`config.mk`:
```
export PLATFORM = sky130hd
export DESIGN_NAME = gaussian_q_function
export DESIGN_NICKNAME = d
export VERILOG_FILES = /design/src/hdl/gqf_pkg.sv /design/src/hdl/gqf_alu.sv /design/src/hdl/gaussian_q_function.sv
export SDC_FILE = /design/constraint.sdc
export NUM_CORES = 2
export LEC_CHECK = 0
export ABC_AREA = 1
export BUFFER_PORTS_ARGS = -buffer_cell sky130_fd_sc_hd__buf_2
export CAP_MARGIN = 40
export CORE_MARGIN = 8
export CORE_UTILIZATION = 45
export CTS_BUF_LIST = sky130_fd_sc_hd__clkbuf_4
export DETAILED_ROUTE_END_ITERATION = 10
export HOLD_SLACK_MARGIN = 0.1
export PLACE_DENSITY = 0.63
export REMOVE_ABC_BUFFERS = 1
export SLEW_MARGIN = 20
export SYNTH_ARGS = -nofsm -noshare
export SYNTH_HDL_FRONTEND = slang
export SYNTH_SLANG_ARGS = --single-unit
```
`constraint.sdc`:
```
create_clock -name i_clk -period 24 [get_ports i_clk]
set_input_delay 2.4 -clock i_clk [delete_from_list [all_inputs] [get_ports i_clk]]
set_output_delay 2.4 -clock i_clk [all_outputs]
set_load 0.1 [all_outputs]
```
`src/hdl/gqf_pkg.sv`:
```
// Package for the Gaussian tail probability block: types, Q30 constants, ALU request types.
package gqf_pkg;

    localparam int FRACTION_ITERATIONS_DEF = 10;
    localparam int INPUT_FRACTION_BITS_DEF = 11;
    localparam int OUTPUT_BITS_DEF         = 16;

    localparam int QW        = 40;   // unsigned Q30 datapath width
    localparam int SW        = 42;   // signed accumulator width
    localparam int EXP_TERMS = 14;

    typedef logic [QW-1:0]        t_q;
    typedef logic signed [SW-1:0] t_s;

    localparam logic [63:0] ONE64 = 64'd1073741824;

    localparam t_q ONE_Q       = t_q'(ONE64);
    localparam t_q INV_SQRT2_Q = t_q'((64'd7071067812 * ONE64 + 64'd5000000000) / 64'd10000000000);
    localparam t_q RSQRTPI_Q   = t_q'((64'd5641895835 * ONE64 + 64'd5000000000) / 64'd10000000000);
    localparam t_q P_Q         = t_q'((64'd3275911 * ONE64 + 64'd5000000) / 64'd10000000);
    localparam t_q A1_M = t_q'((64'd254829592 * ONE64 + 64'd500000000) / 64'd1000000000);
    localparam t_q A2_M = t_q'((64'd284496736 * ONE64 + 64'd500000000) / 64'd1000000000);
    localparam t_q A3_M = t_q'((64'd1421413741 * ONE64 + 64'd500000000) / 64'd1000000000);
    localparam t_q A4_M = t_q'((64'd1453152027 * ONE64 + 64'd500000000) / 64'd1000000000);
    localparam t_q A5_M = t_q'((64'd1061405429 * ONE64 + 64'd500000000) / 64'd1000000000);

    // polynomial coefficients in Horner order after the leading one
    localparam t_s A_TAB [4] = '{
        -$signed({2'b00, A4_M}),
         $signed({2'b00, A3_M}),
        -$signed({2'b00, A2_M}),
         $signed({2'b00, A1_M})
    };
    localparam t_s A5_S = $signed({2'b00, A5_M});

    localparam t_q Y_SMALL_LIM = t_q'(64'd2 * ONE64);
    localparam t_q Y_LARGE_LIM = t_q'(64'd6 * ONE64);

    typedef enum logic {ALU_MUL, ALU_DIV} t_alu_op;

    typedef struct packed {
        logic    start;
        t_alu_op op;
        logic    frac;   // divide: shift dividend left by 30
        t_q      a;
        t_q      b;
    } t_alu_req;

    typedef struct packed {
        logic done;
        logic busy;
        t_q   res;
    } t_alu_rsp;

    typedef enum logic [3:0] {
        ST_IDLE, ST_Y, ST_PY, ST_T, ST_POLY, ST_CF, ST_CFP, ST_Z,
        ST_EM, ST_ED, ST_EP, ST_FIN, ST_OUT
    } t_state;

    function automatic t_q s_mag(input t_s v);
        t_s m;
        m = v[SW-1] ? -v : v;
        return m[QW-1:0];
    endfunction

endpackage

```
`src/hdl/gqf_alu.sv`:
```
// Shared Q30 multiply (10 bits a cycle) and restoring divide (one bit a cycle) unit.
module gqf_alu
    import gqf_pkg::*;
(
    input  logic     i_clk,
    input  logic     i_rst_n,
    input  t_alu_req i_req,
    output t_alu_rsp o_rsp
);

    localparam int MCH = 10;
    localparam int MST = QW / MCH;

    logic            r_busy, n_busy;
    logic            r_done, n_done;
    t_alu_op         r_op, n_op;
    logic [5:0]      r_cnt, n_cnt;
    t_q              r_a, n_a;
    t_q              r_b, n_b;
    logic [2*QW-1:0] r_acc, n_acc;
    logic [QW:0]     r_rem, n_rem;
    t_q              r_dq, n_dq;

    logic [QW+MCH-1:0] w_pp;
    logic [QW+1:0]     w_rr;
    logic              w_ge;

    assign w_pp = r_a * r_b[QW-1 -: MCH];
    assign w_rr = {r_rem, r_dq[QW-1]};
    assign w_ge = w_rr >= {2'b00, r_b};

    always_comb begin
        n_busy = r_busy;
        n_done = 1'b0;
        n_op   = r_op;
        n_cnt  = r_cnt;
        n_a    = r_a;
        n_b    = r_b;
        n_acc  = r_acc;
        n_rem  = r_rem;
        n_dq   = r_dq;
        if (!r_busy) begin
            if (i_req.start) begin
                n_busy = 1'b1;
                n_op   = i_req.op;
                n_a    = i_req.a;
                n_b    = i_req.b;
                n_acc  = '0;
                if (i_req.frac) begin
                    n_rem = {11'd0, i_req.a[QW-1:10]};
                    n_dq  = {i_req.a[9:0], 30'd0};
                end else begin
                    n_rem = '0;
                    n_dq  = i_req.a;
                end
                n_cnt = (i_req.op == ALU_MUL) ? 6'(MST - 1) : 6'(QW - 1);
            end
        end else begin
            unique case (r_op)
                ALU_MUL: begin
                    n_acc = (r_acc << MCH) + (2*QW)'(w_pp);
                    n_b   = r_b << MCH;
                end
                ALU_DIV: begin
                    n_rem = w_ge ? (QW+1)'(w_rr - {2'b00, r_b}) : w_rr[QW:0];
                    n_dq  = {r_dq[QW-2:0], w_ge};
                end
                default: ;
            endcase
            if (r_cnt == 6'd0) begin
                n_busy = 1'b0;
                n_done = 1'b1;
            end else begin
                n_cnt = r_cnt - 6'd1;
            end
        end
    end

    always_ff @(posedge i_clk) begin
        if (!i_rst_n) begin
            r_busy <= 1'b0;
            r_done <= 1'b0;
            r_cnt  <= '0;
        end else begin
            r_busy <= n_busy;
            r_done <= n_done;
            r_cnt  <= n_cnt;
        end
        r_op  <= n_op;
        r_a   <= n_a;
        r_b   <= n_b;
        r_acc <= n_acc;
        r_rem <= n_rem;
        r_dq  <= n_dq;
    end

    assign o_rsp.done = r_done;
    assign o_rsp.busy = r_busy;
    assign o_rsp.res  = (r_op == ALU_MUL) ? r_acc[QW+29:30] : r_dq;

`ifndef SYNTHESIS
    a_done_after_busy: assert property (@(posedge i_clk) disable iff (!i_rst_n)
        r_done |-> $past(r_busy)) else $error("alu done without operation");
    a_start_idle: assert property (@(posedge i_clk) disable iff (!i_rst_n)
        (i_req.start && !r_busy) |=> r_busy) else $error("alu start lost");
    a_div_rem: assert property (@(posedge i_clk) disable iff (!i_rst_n)
        (r_busy && r_op == ALU_DIV) |-> (r_rem < {1'b0, r_b})) else $error("divide remainder");
`endif

endmodule

```
`src/hdl/gaussian_q_function.sv`:
```
// Top level: Gaussian tail probability Q(x) sequenced over one shared multiply/divide unit.
//
//  channel  | ports                                | handshake
//  ---------+--------------------------------------+------------------------------
//  argument | start, busy, i_argument[15:0]        | beat taken when start & !busy
//  result   | o_valid, o_tail_probability          | one-cycle strobe, no stall
//
//  An argument with |x|/sqrt2 >= 6 goes straight to the result; the longest
//  path is the continued fraction: FRACTION_ITERATIONS+1 divides, two 15-term
//  Taylor series and up to 35 multiplies by exp(-1), all on the shared unit.
//  Reset is synchronous, active low, and returns the sequencer to idle.
//  The result beat is shown for one cycle; a new start is taken in that cycle.
module gaussian_q_function
    import gqf_pkg::*;
#(
    parameter int FRACTION_ITERATIONS = FRACTION_ITERATIONS_DEF,
    parameter int INPUT_FRACTION_BITS = INPUT_FRACTION_BITS_DEF,
    parameter int OUTPUT_BITS         = OUTPUT_BITS_DEF
)(
    input  logic                   i_clk,
    input  logic                   i_rst_n,
    input  logic                   start,
    output logic                   busy,
    input  logic signed [15:0]     i_argument,
    output logic                   o_valid,
    output logic [OUTPUT_BITS-1:0] o_tail_probability
);

    localparam int KMAX = (FRACTION_ITERATIONS > EXP_TERMS) ? FRACTION_ITERATIONS : EXP_TERMS;
    localparam int KW   = $clog2(KMAX + 1);
    localparam int OSH  = 32 - OUTPUT_BITS;
    localparam logic [33:0] HALF = (34'd1 << OSH) >> 1;
    localparam logic [33:0] FULL = 34'd1 << 32;
    localparam logic [33:0] MAXV = (34'd1 << OUTPUT_BITS) - 34'd1;

    t_state  r_state, n_state;
    logic    r_neg, n_neg;
    t_q      r_y, n_y;
    t_q      r_t, n_t;
    t_s      r_s, n_s;
    logic [2:0]    r_cnt, n_cnt;
    logic [KW-1:0] r_k, n_k;
    t_q      r_val, n_val;
    t_q      r_p, n_p;
    t_q      r_z, n_z;
    t_q      r_e1, n_e1;
    t_q      r_e, n_e;
    t_q      r_term, n_term;
    t_s      r_sum, n_sum;
    logic    r_pass, n_pass;
    logic [5:0] r_n, n_n;
    t_q      r_tail, n_tail;
    logic    r_valid, n_valid;
    logic [OUTPUT_BITS-1:0] r_out, n_out;

    t_alu_req w_req;
    t_alu_rsp w_rsp;

    logic [15:0] w_mag;
    t_s          w_sprod, w_snew, w_sumn;
    t_q          w_ev, w_valn, w_rexp;
    logic [33:0] w_q32, w_qs, w_rnd;

    gqf_alu u_alu (
        .i_clk   (i_clk),
        .i_rst_n (i_rst_n),
        .i_req   (w_req),
        .o_rsp   (w_rsp)
    );

    always_comb begin
        w_mag   = i_argument[15] ? 16'(-i_argument) : i_argument;
        w_sprod = r_s[SW-1] ? -$signed({2'b00, w_rsp.res}) : $signed({2'b00, w_rsp.res});
        w_snew  = A_TAB[r_cnt[1:0]] + w_sprod;
        w_sumn  = r_k[0] ? (r_sum - $signed({2'b00, w_rsp.res}))
                         : (r_sum + $signed({2'b00, w_rsp.res}));
        w_ev    = w_sumn[SW-1] ? '0 : w_sumn[QW-1:0];
        w_valn  = r_y + w_rsp.res;
        w_rexp  = {10'd0, r_z[29:0]};
        // output shaping: complement for negative x, round, saturate
        w_q32   = {r_tail[31:0], 2'b00};
        if (w_q32 > FULL) w_q32 = FULL;
        w_qs    = r_neg ? (FULL - w_q32) : w_q32;
        w_rnd   = (w_qs + HALF) >> OSH;
        if (w_rnd > MAXV) w_rnd = MAXV;
    end

    always_comb begin
        n_state = r_state;
        n_neg   = r_neg;
        n_y     = r_y;
        n_t     = r_t;
        n_s     = r_s;
        n_cnt   = r_cnt;
        n_k     = r_k;
        n_val   = r_val;
        n_p     = r_p;
        n_z     = r_z;
        n_e1    = r_e1;
        n_e     = r_e;
        n_term  = r_term;
        n_sum   = r_sum;
        n_pass  = r_pass;
        n_n     = r_n;
        n_tail  = r_tail;
        n_valid = 1'b0;
        n_out   = r_out;
        w_req   = '{start: 1'b0, op: ALU_MUL, frac: 1'b0, a: '0, b: '0};
        unique case (r_state)
            ST_IDLE: begin
                if (start) begin
                    n_neg   = i_argument[15];
                    w_req   = '{1'b1, ALU_MUL, 1'b0,
                                t_q'({24'd0, w_mag}) << (30 - INPUT_FRACTION_BITS),
                                INV_SQRT2_Q};
                    n_state = ST_Y;
                end
            end
            ST_Y: if (w_rsp.done) begin
                n_y = w_rsp.res;
                if (w_rsp.res >= Y_LARGE_LIM) begin
                    n_tail  = '0;
                    n_state = ST_OUT;
                end else if (w_rsp.res <= Y_SMALL_LIM) begin
                    w_req   = '{1'b1, ALU_MUL, 1'b0, P_Q, w_rsp.res};
                    n_state = ST_PY;
                end else begin
                    n_k     = KW'(FRACTION_ITERATIONS);
                    w_req   = '{1'b1, ALU_DIV, 1'b1,
                                t_q'(FRACTION_ITERATIONS) << 29, w_rsp.res};
                    n_state = ST_CF;
                end
            end
            ST_PY: if (w_rsp.done) begin
                w_req   = '{1'b1, ALU_DIV, 1'b1, ONE_Q, ONE_Q + w_rsp.res};
                n_state = ST_T;
            end
            ST_T: if (w_rsp.done) begin
                n_t     = w_rsp.res;
                n_s     = A5_S;
                n_cnt   = '0;
                w_req   = '{1'b1, ALU_MUL, 1'b0, w_rsp.res, A5_M};
                n_state = ST_POLY;
            end
            ST_POLY: if (w_rsp.done) begin
                if (r_cnt != 3'd4) begin
                    n_s   = w_snew;
                    n_cnt = r_cnt + 3'd1;
                    w_req = '{1'b1, ALU_MUL, 1'b0, r_t, s_mag(w_snew)};
                end else begin
                    n_p     = r_s[SW-1] ? '0 : w_rsp.res;   // negative value clamps to zero
                    w_req   = '{1'b1, ALU_MUL, 1'b0, r_y, r_y};
                    n_state = ST_Z;
                end
            end
            ST_CF: if (w_rsp.done) begin
                n_val = w_valn;
                if (r_k == KW'(1)) begin
                    w_req   = '{1'b1, ALU_DIV, 1'b1, RSQRTPI_Q, w_valn};
                    n_state = ST_CFP;
                end else begin
                    n_k   = r_k - KW'(1);
                    w_req = '{1'b1, ALU_DIV, 1'b1, t_q'(r_k - KW'(1)) << 29, w_valn};
                end
            end
            ST_CFP: if (w_rsp.done) begin
                n_p     = w_rsp.res;
                w_req   = '{1'b1, ALU_MUL, 1'b0, r_y, r_y};
                n_state = ST_Z;
            end
            ST_Z: if (w_rsp.done) begin
                // first Taylor pass gives exp(-1)
                n_z     = w_rsp.res;
                n_pass  = 1'b0;
                n_term  = ONE_Q;
                n_sum   = $signed({2'b00, ONE_Q});
                n_k     = KW'(1);
                w_req   = '{1'b1, ALU_MUL, 1'b0, ONE_Q, ONE_Q};
                n_state = ST_EM;
            end
            ST_EM: if (w_rsp.done) begin
                w_req   = '{1'b1, ALU_DIV, 1'b0, w_rsp.res, t_q'(r_k)};
                n_state = ST_ED;
            end
            ST_ED: if (w_rsp.done) begin
                n_term = w_rsp.res;
                n_sum  = w_sumn;
                if (r_k != KW'(EXP_TERMS)) begin
                    n_k     = r_k + KW'(1);
                    w_req   = '{1'b1, ALU_MUL, 1'b0, w_rsp.res, r_pass ? w_rexp : ONE_Q};
                    n_state = ST_EM;
                end else if (!r_pass) begin
                    n_e1    = w_ev;
                    n_pass  = 1'b1;
                    n_term  = ONE_Q;
                    n_sum   = $signed({2'b00, ONE_Q});
                    n_k     = KW'(1);
                    w_req   = '{1'b1, ALU_MUL, 1'b0, ONE_Q, w_rexp};
                    n_state = ST_EM;
                end else begin
                    n_e = w_ev;
                    n_n = r_z[35:30];
                    if (r_z[35:30] == 6'd0) begin
                        w_req   = '{1'b1, ALU_MUL, 1'b0, r_p, w_ev};
                        n_state = ST_FIN;
                    end else begin
                        w_req   = '{1'b1, ALU_MUL, 1'b0, w_ev, r_e1};
                        n_state = ST_EP;
                    end
                end
            end
            ST_EP: if (w_rsp.done) begin
                n_e = w_rsp.res;
                if (r_n == 6'd1) begin
                    w_req   = '{1'b1, ALU_MUL, 1'b0, r_p, w_rsp.res};
                    n_state = ST_FIN;
                end else begin
                    n_n   = r_n - 6'd1;
                    w_req = '{1'b1, ALU_MUL, 1'b0, w_rsp.res, r_e1};
                end
            end
            ST_FIN: if (w_rsp.done) begin
                n_tail  = w_rsp.res >> 1;
                n_state = ST_OUT;
            end
            ST_OUT: begin
                n_out   = w_rnd[OUTPUT_BITS-1:0];
                n_valid = 1'b1;
                n_state = ST_IDLE;
            end
            default: n_state = ST_IDLE;
        endcase
    end

    always_ff @(posedge i_clk) begin
        if (!i_rst_n) begin
            r_state <= ST_IDLE;
            r_valid <= 1'b0;
        end else begin
            r_state <= n_state;
            r_valid <= n_valid;
        end
        r_neg  <= n_neg;
        r_y    <= n_y;
        r_t    <= n_t;
        r_s    <= n_s;
        r_cnt  <= n_cnt;
        r_k    <= n_k;
        r_val  <= n_val;
        r_p    <= n_p;
        r_z    <= n_z;
        r_e1   <= n_e1;
        r_e    <= n_e;
        r_term <= n_term;
        r_sum  <= n_sum;
        r_pass <= n_pass;
        r_n    <= n_n;
        r_tail <= n_tail;
        r_out  <= n_out;
    end

    assign busy               = (r_state != ST_IDLE);
    assign o_valid            = r_valid;
    assign o_tail_probability = r_out;

`ifndef SYNTHESIS
    a_start_busy: assert property (@(posedge i_clk) disable iff (!i_rst_n)
        (start && !busy) |=> busy) else $error("start beat not taken");
    a_strobe_one: assert property (@(posedge i_clk) disable iff (!i_rst_n)
        o_valid |=> !o_valid) else $error("result strobe longer than one cycle");
    a_alu_idle: assert property (@(posedge i_clk) disable iff (!i_rst_n)
        !busy |-> !w_rsp.busy) else $error("shared unit running while idle");
    a_strobe_after_out: assert property (@(posedge i_clk) disable iff (!i_rst_n)
        o_valid |-> $past(r_state == ST_OUT)) else $error("result without sequence end");
`endif

endmodule
```
==> impl_metrics.yaml <==
status:
  status: "finished clean"
sta:
  slew_headroom: 0.3321
  report.final.hold_viol_count: 0
  fin_setup_tns_ns: 0
  max_freq_mhz: 127.2
  period_minus_slack_ns: 7.861
  clock_skew_ns: 0.1027
  slew_violations: 0
  period_share: 0.3275
  worst_pin_slew_ns: 0.9913
  setup_violations: 0
  rsz0062_at_grt: "no"
placed_design:
  hpwlAfterDp_mm: 177.2
  io_buffer_count: 36
  place_congestion: 1.010
job:
  drv_cap: 0
logic_synthesis:
  postSynthCellCount: 7186
  ys_top_cells_by_area: "edfxtp_1 30%, fa_1 13%, nand2_1 12%"
  synth_area_sq_mm: 0.05383
  synth.distinct_cells: 62
  synth_top_area_cell: "edfxtp_1"
  synth.yosys.warnings: 0
  synth.top_cell.area_share: 0.2979
  synth-edff-count: 534
  synth-simple-area-share: 0.2264
  synth_top_family_by_area: "simple AND/OR/NAND/NOR gates"
  synth-xor-area-share: 0.02603
  yosys_register_bits: 547
  muxShareOfSynthArea: 0.0001859
  seq_area_frac_synth: 0.3027
  synth_ff_type: "edfxtp_1"
  post_synth.cell_area_avg_sq_um: 7.491
  synth_compound_area_frac: 0.1558
  yosys.area_share.adder: 0.1918
  async_reset_ff_frac: 0
critical_path:
  crit_family: "adder cells"
  worstReg2RegStart: "u_alu.r_b[32]$_DFFE_PP_"
  end_kind: "flip-flop"
  cpPeakStageDelay_ns: 0.63
  crit_top_cell: "nand2_1"
  r2r_slack_ns: 16.14
  r2r_end: "u_alu.r_acc[55]$_SDFFCE_PN0P_"
  path_class: "flip-flop to flip-flop"
  crit_path_start_kind: "flip-flop"
  cp_slowest_cell: "a21boi_0"
  worst-path-buf-inv: 5
  worstPathMaxFanout: 41
  r2r_cells: 29
  required_ns: 24.92
  crit_arrival_ns: 8.78
clock_network:
  cts_max_path_buffers: 3
  postCtsResizedCells: 0
  cts_tree: "yes"
  clock_sinks: 547
  clock-root-buffer: "clkbuf_4"
  postCtsSetupBuffers: 0
  htree_levels: 4
  clkSlewWorstSetupHoldPaths_ns: 0.07
  holdBufCountCts: 0
  clk_latency_ns: 1.19
  numCtsBuffers: 162
detailed_routing:
  viasPerCell: 5.918
  routed-via-count: 52960
  routed_wl_mm: 235.3
  drc: 0
  routedWlPerCell_um: 26.29
  initialDrtViolationCount: 6852
  drt_first_pass_iters: 8
  postRouteAntennaNets: 0
final_layout:
  drive_gt1_frac: 0.06957
  top_regs: "u_alu.r_acc: 70 flops, r_sum: 42 flops, u_alu.r_rem: 41 flops"
  multiInputGateArea_sq_mm: 0.03240
  largest_register_ffs: 70
  regMostFlops: "u_alu.r_acc"
  fin_nets: 7845
  num-fill-cells: 12020
  ff_latch_area_sq_mm: 0.01630
  syn_to_final_growth_pct: 7.628
worst_hold_path:
  min_path_type: "flip-flop to flip-flop"
  hold_path_end: "u_alu.r_cnt[0]$_SDFFE_PN0P_"
  hold_start: "u_alu.r_cnt[0]$_SDFFE_PN0P_"
  holdPathStages: 1
global_route:
  grt-ovfl-total: 0
  grtUsageTotal: 0.3479
  grt_pass1_wl_mm: 337.2
  grt_pass1_vias: 49940
  antenna_found_initial: 14
  grt_max_degree: 83
floorplanning:
  core_sq_mm: 0.1193
  start_util: 0.4511
  die_width_um: 361.9
  io_pins: 37
  rows: 127
  die_y_um: 361.9
  fp.dieArea_sq_mm: 0.1310
## worst max-delay path by stage
stage	slack, ns	to	depth (start not counted)	startpoint
final	16.14	u_alu.r_acc[55]$_SDFFCE_PN0P_	29	u_alu.r_b[32]$_DFFE_PP_
after detailed placement	16.29	u_alu.r_acc[64]$_SDFFCE_PN0P_	32	u_alu.r_b[32]$_DFFE_PP_
after global routing	15.72	u_alu.r_b[19]$_DFFE_PP_	36	u_alu.r_op$_DFFE_PP_
after CTS	16.27	u_alu.r_acc[64]$_SDFFCE_PN0P_	32	u_alu.r_b[33]$_DFFE_PP_
after global placement	16.40	u_alu.r_acc[64]$_SDFFCE_PN0P_	30	u_alu.r_b[32]$_DFFE_PP_
after floorplan	11.69	u_alu.r_acc[0]$_SDFFCE_PN0P_	2	u_alu.r_busy$_SDFF_PN0_
## cell usage in the layout (no fill, tap or decap), types with 24 or more instances in the layout
cell and n:
a31oi_1 46, o21ai_0 585, clkinv_1 44, nor3_1 71, o21a_1 42, o21bai_1 28, fa_1 347, xnor2_1 66
o21ai_1 54, inv_1 1047, nand2_1 1725, nor4_1 28, xor2_1 94, a211oi_1 24, nand2_2 29, clkbuf_4 234
nor2_1 705, nand4_1 70, edfxtp_1 534, buf_4 85, o211ai_1 37, buf_2 40, a21oi_1 594, nand3_1 268
ha_1 270
## metal layers
| metal | vias to the layer above | GRT usage | share of wire |
|---|---|---|---|
| met5 | - | 0 | 0.00020 |
| met3 | 613 | 0.09954 | 0.13 |
| met4 | 6 | 0.1853 | 0.062 |
| met2 | 3324 | 0.5195 | 0.42 |
| met1 | 25300 | 0.4563 | 0.39 |
| li1 | 23720 | - | - |
## Yosys cell counts (all sizes together), types with 6 or more instances
cell     count
a2111oi     23
a211oi      24
a21boi      10
a21o         9
a21oi      595
a221oi      10
a22o         6
a31oi       46
and3         7
buf         79
clkbuf     198
clkinv      18
dfxtp       13
edfxtp     534
fa         347
ha         270
inv       1065
nand2     1756
nand3      275
nand3b      12
nand4       71
nor2       728
nor3        74
nor4        28
o2111ai     14
o211ai      37
o21a        43
o21ai      649
o21bai      28
o221ai       7
o22ai        8
or2         22
xnor2       66
xor2        94
## kinds of logic after synthesis
family / Yosys count
simple gates: 2976
buf+inv: 1360
compound gates: 1525
flops: 547
mux: 1
xor+xnor: 160
fa+ha+maj: 617
## worst register-to-register path, delay by kind of cell (launching register included)
kind	cells	cell delay, ns
fa+ha+maj	6	2.80
flops	1	0.32
compound gates	8	2.44
buf+inv	5	0.79
simple gates	10	1.29
## cell type report
cell class	count	area share
timing repair buffer	136	0.01762
multi-input combinational	5279	0.5593
clock buffer	233	0.03019
inverter	1083	0.07031
sequential	547	0.2813
tap	1612	0.03481
clock inverter	53	0.006219
antenna	5	0.0002160
## metrics by stage
step / worst slack [ns] / cells / instance area (sq um) / hold slack, ns / util
global placement: 16.40 / 8640 / 55610 / 0.4701 / 0.4660
detailed placement: 16.29 / 8653 / 55760 / 0.4741 / 0.4673
finish: 16.14 / 8948 / 57940 / 0.4840 / 0.4855
CTS: 16.27 / 8939 / 57870 / 0.4902 / 0.4849
floorplan: 11.69 / 6909 / 52670 / 0.4495 / -
global route: 15.72 / 8944 / 57930 / 0.5212 / 0.4854
Power is left out: the tool's default activity adds up to more than one toggle a clock period on the data nets, which glitch-free logic cannot reach.
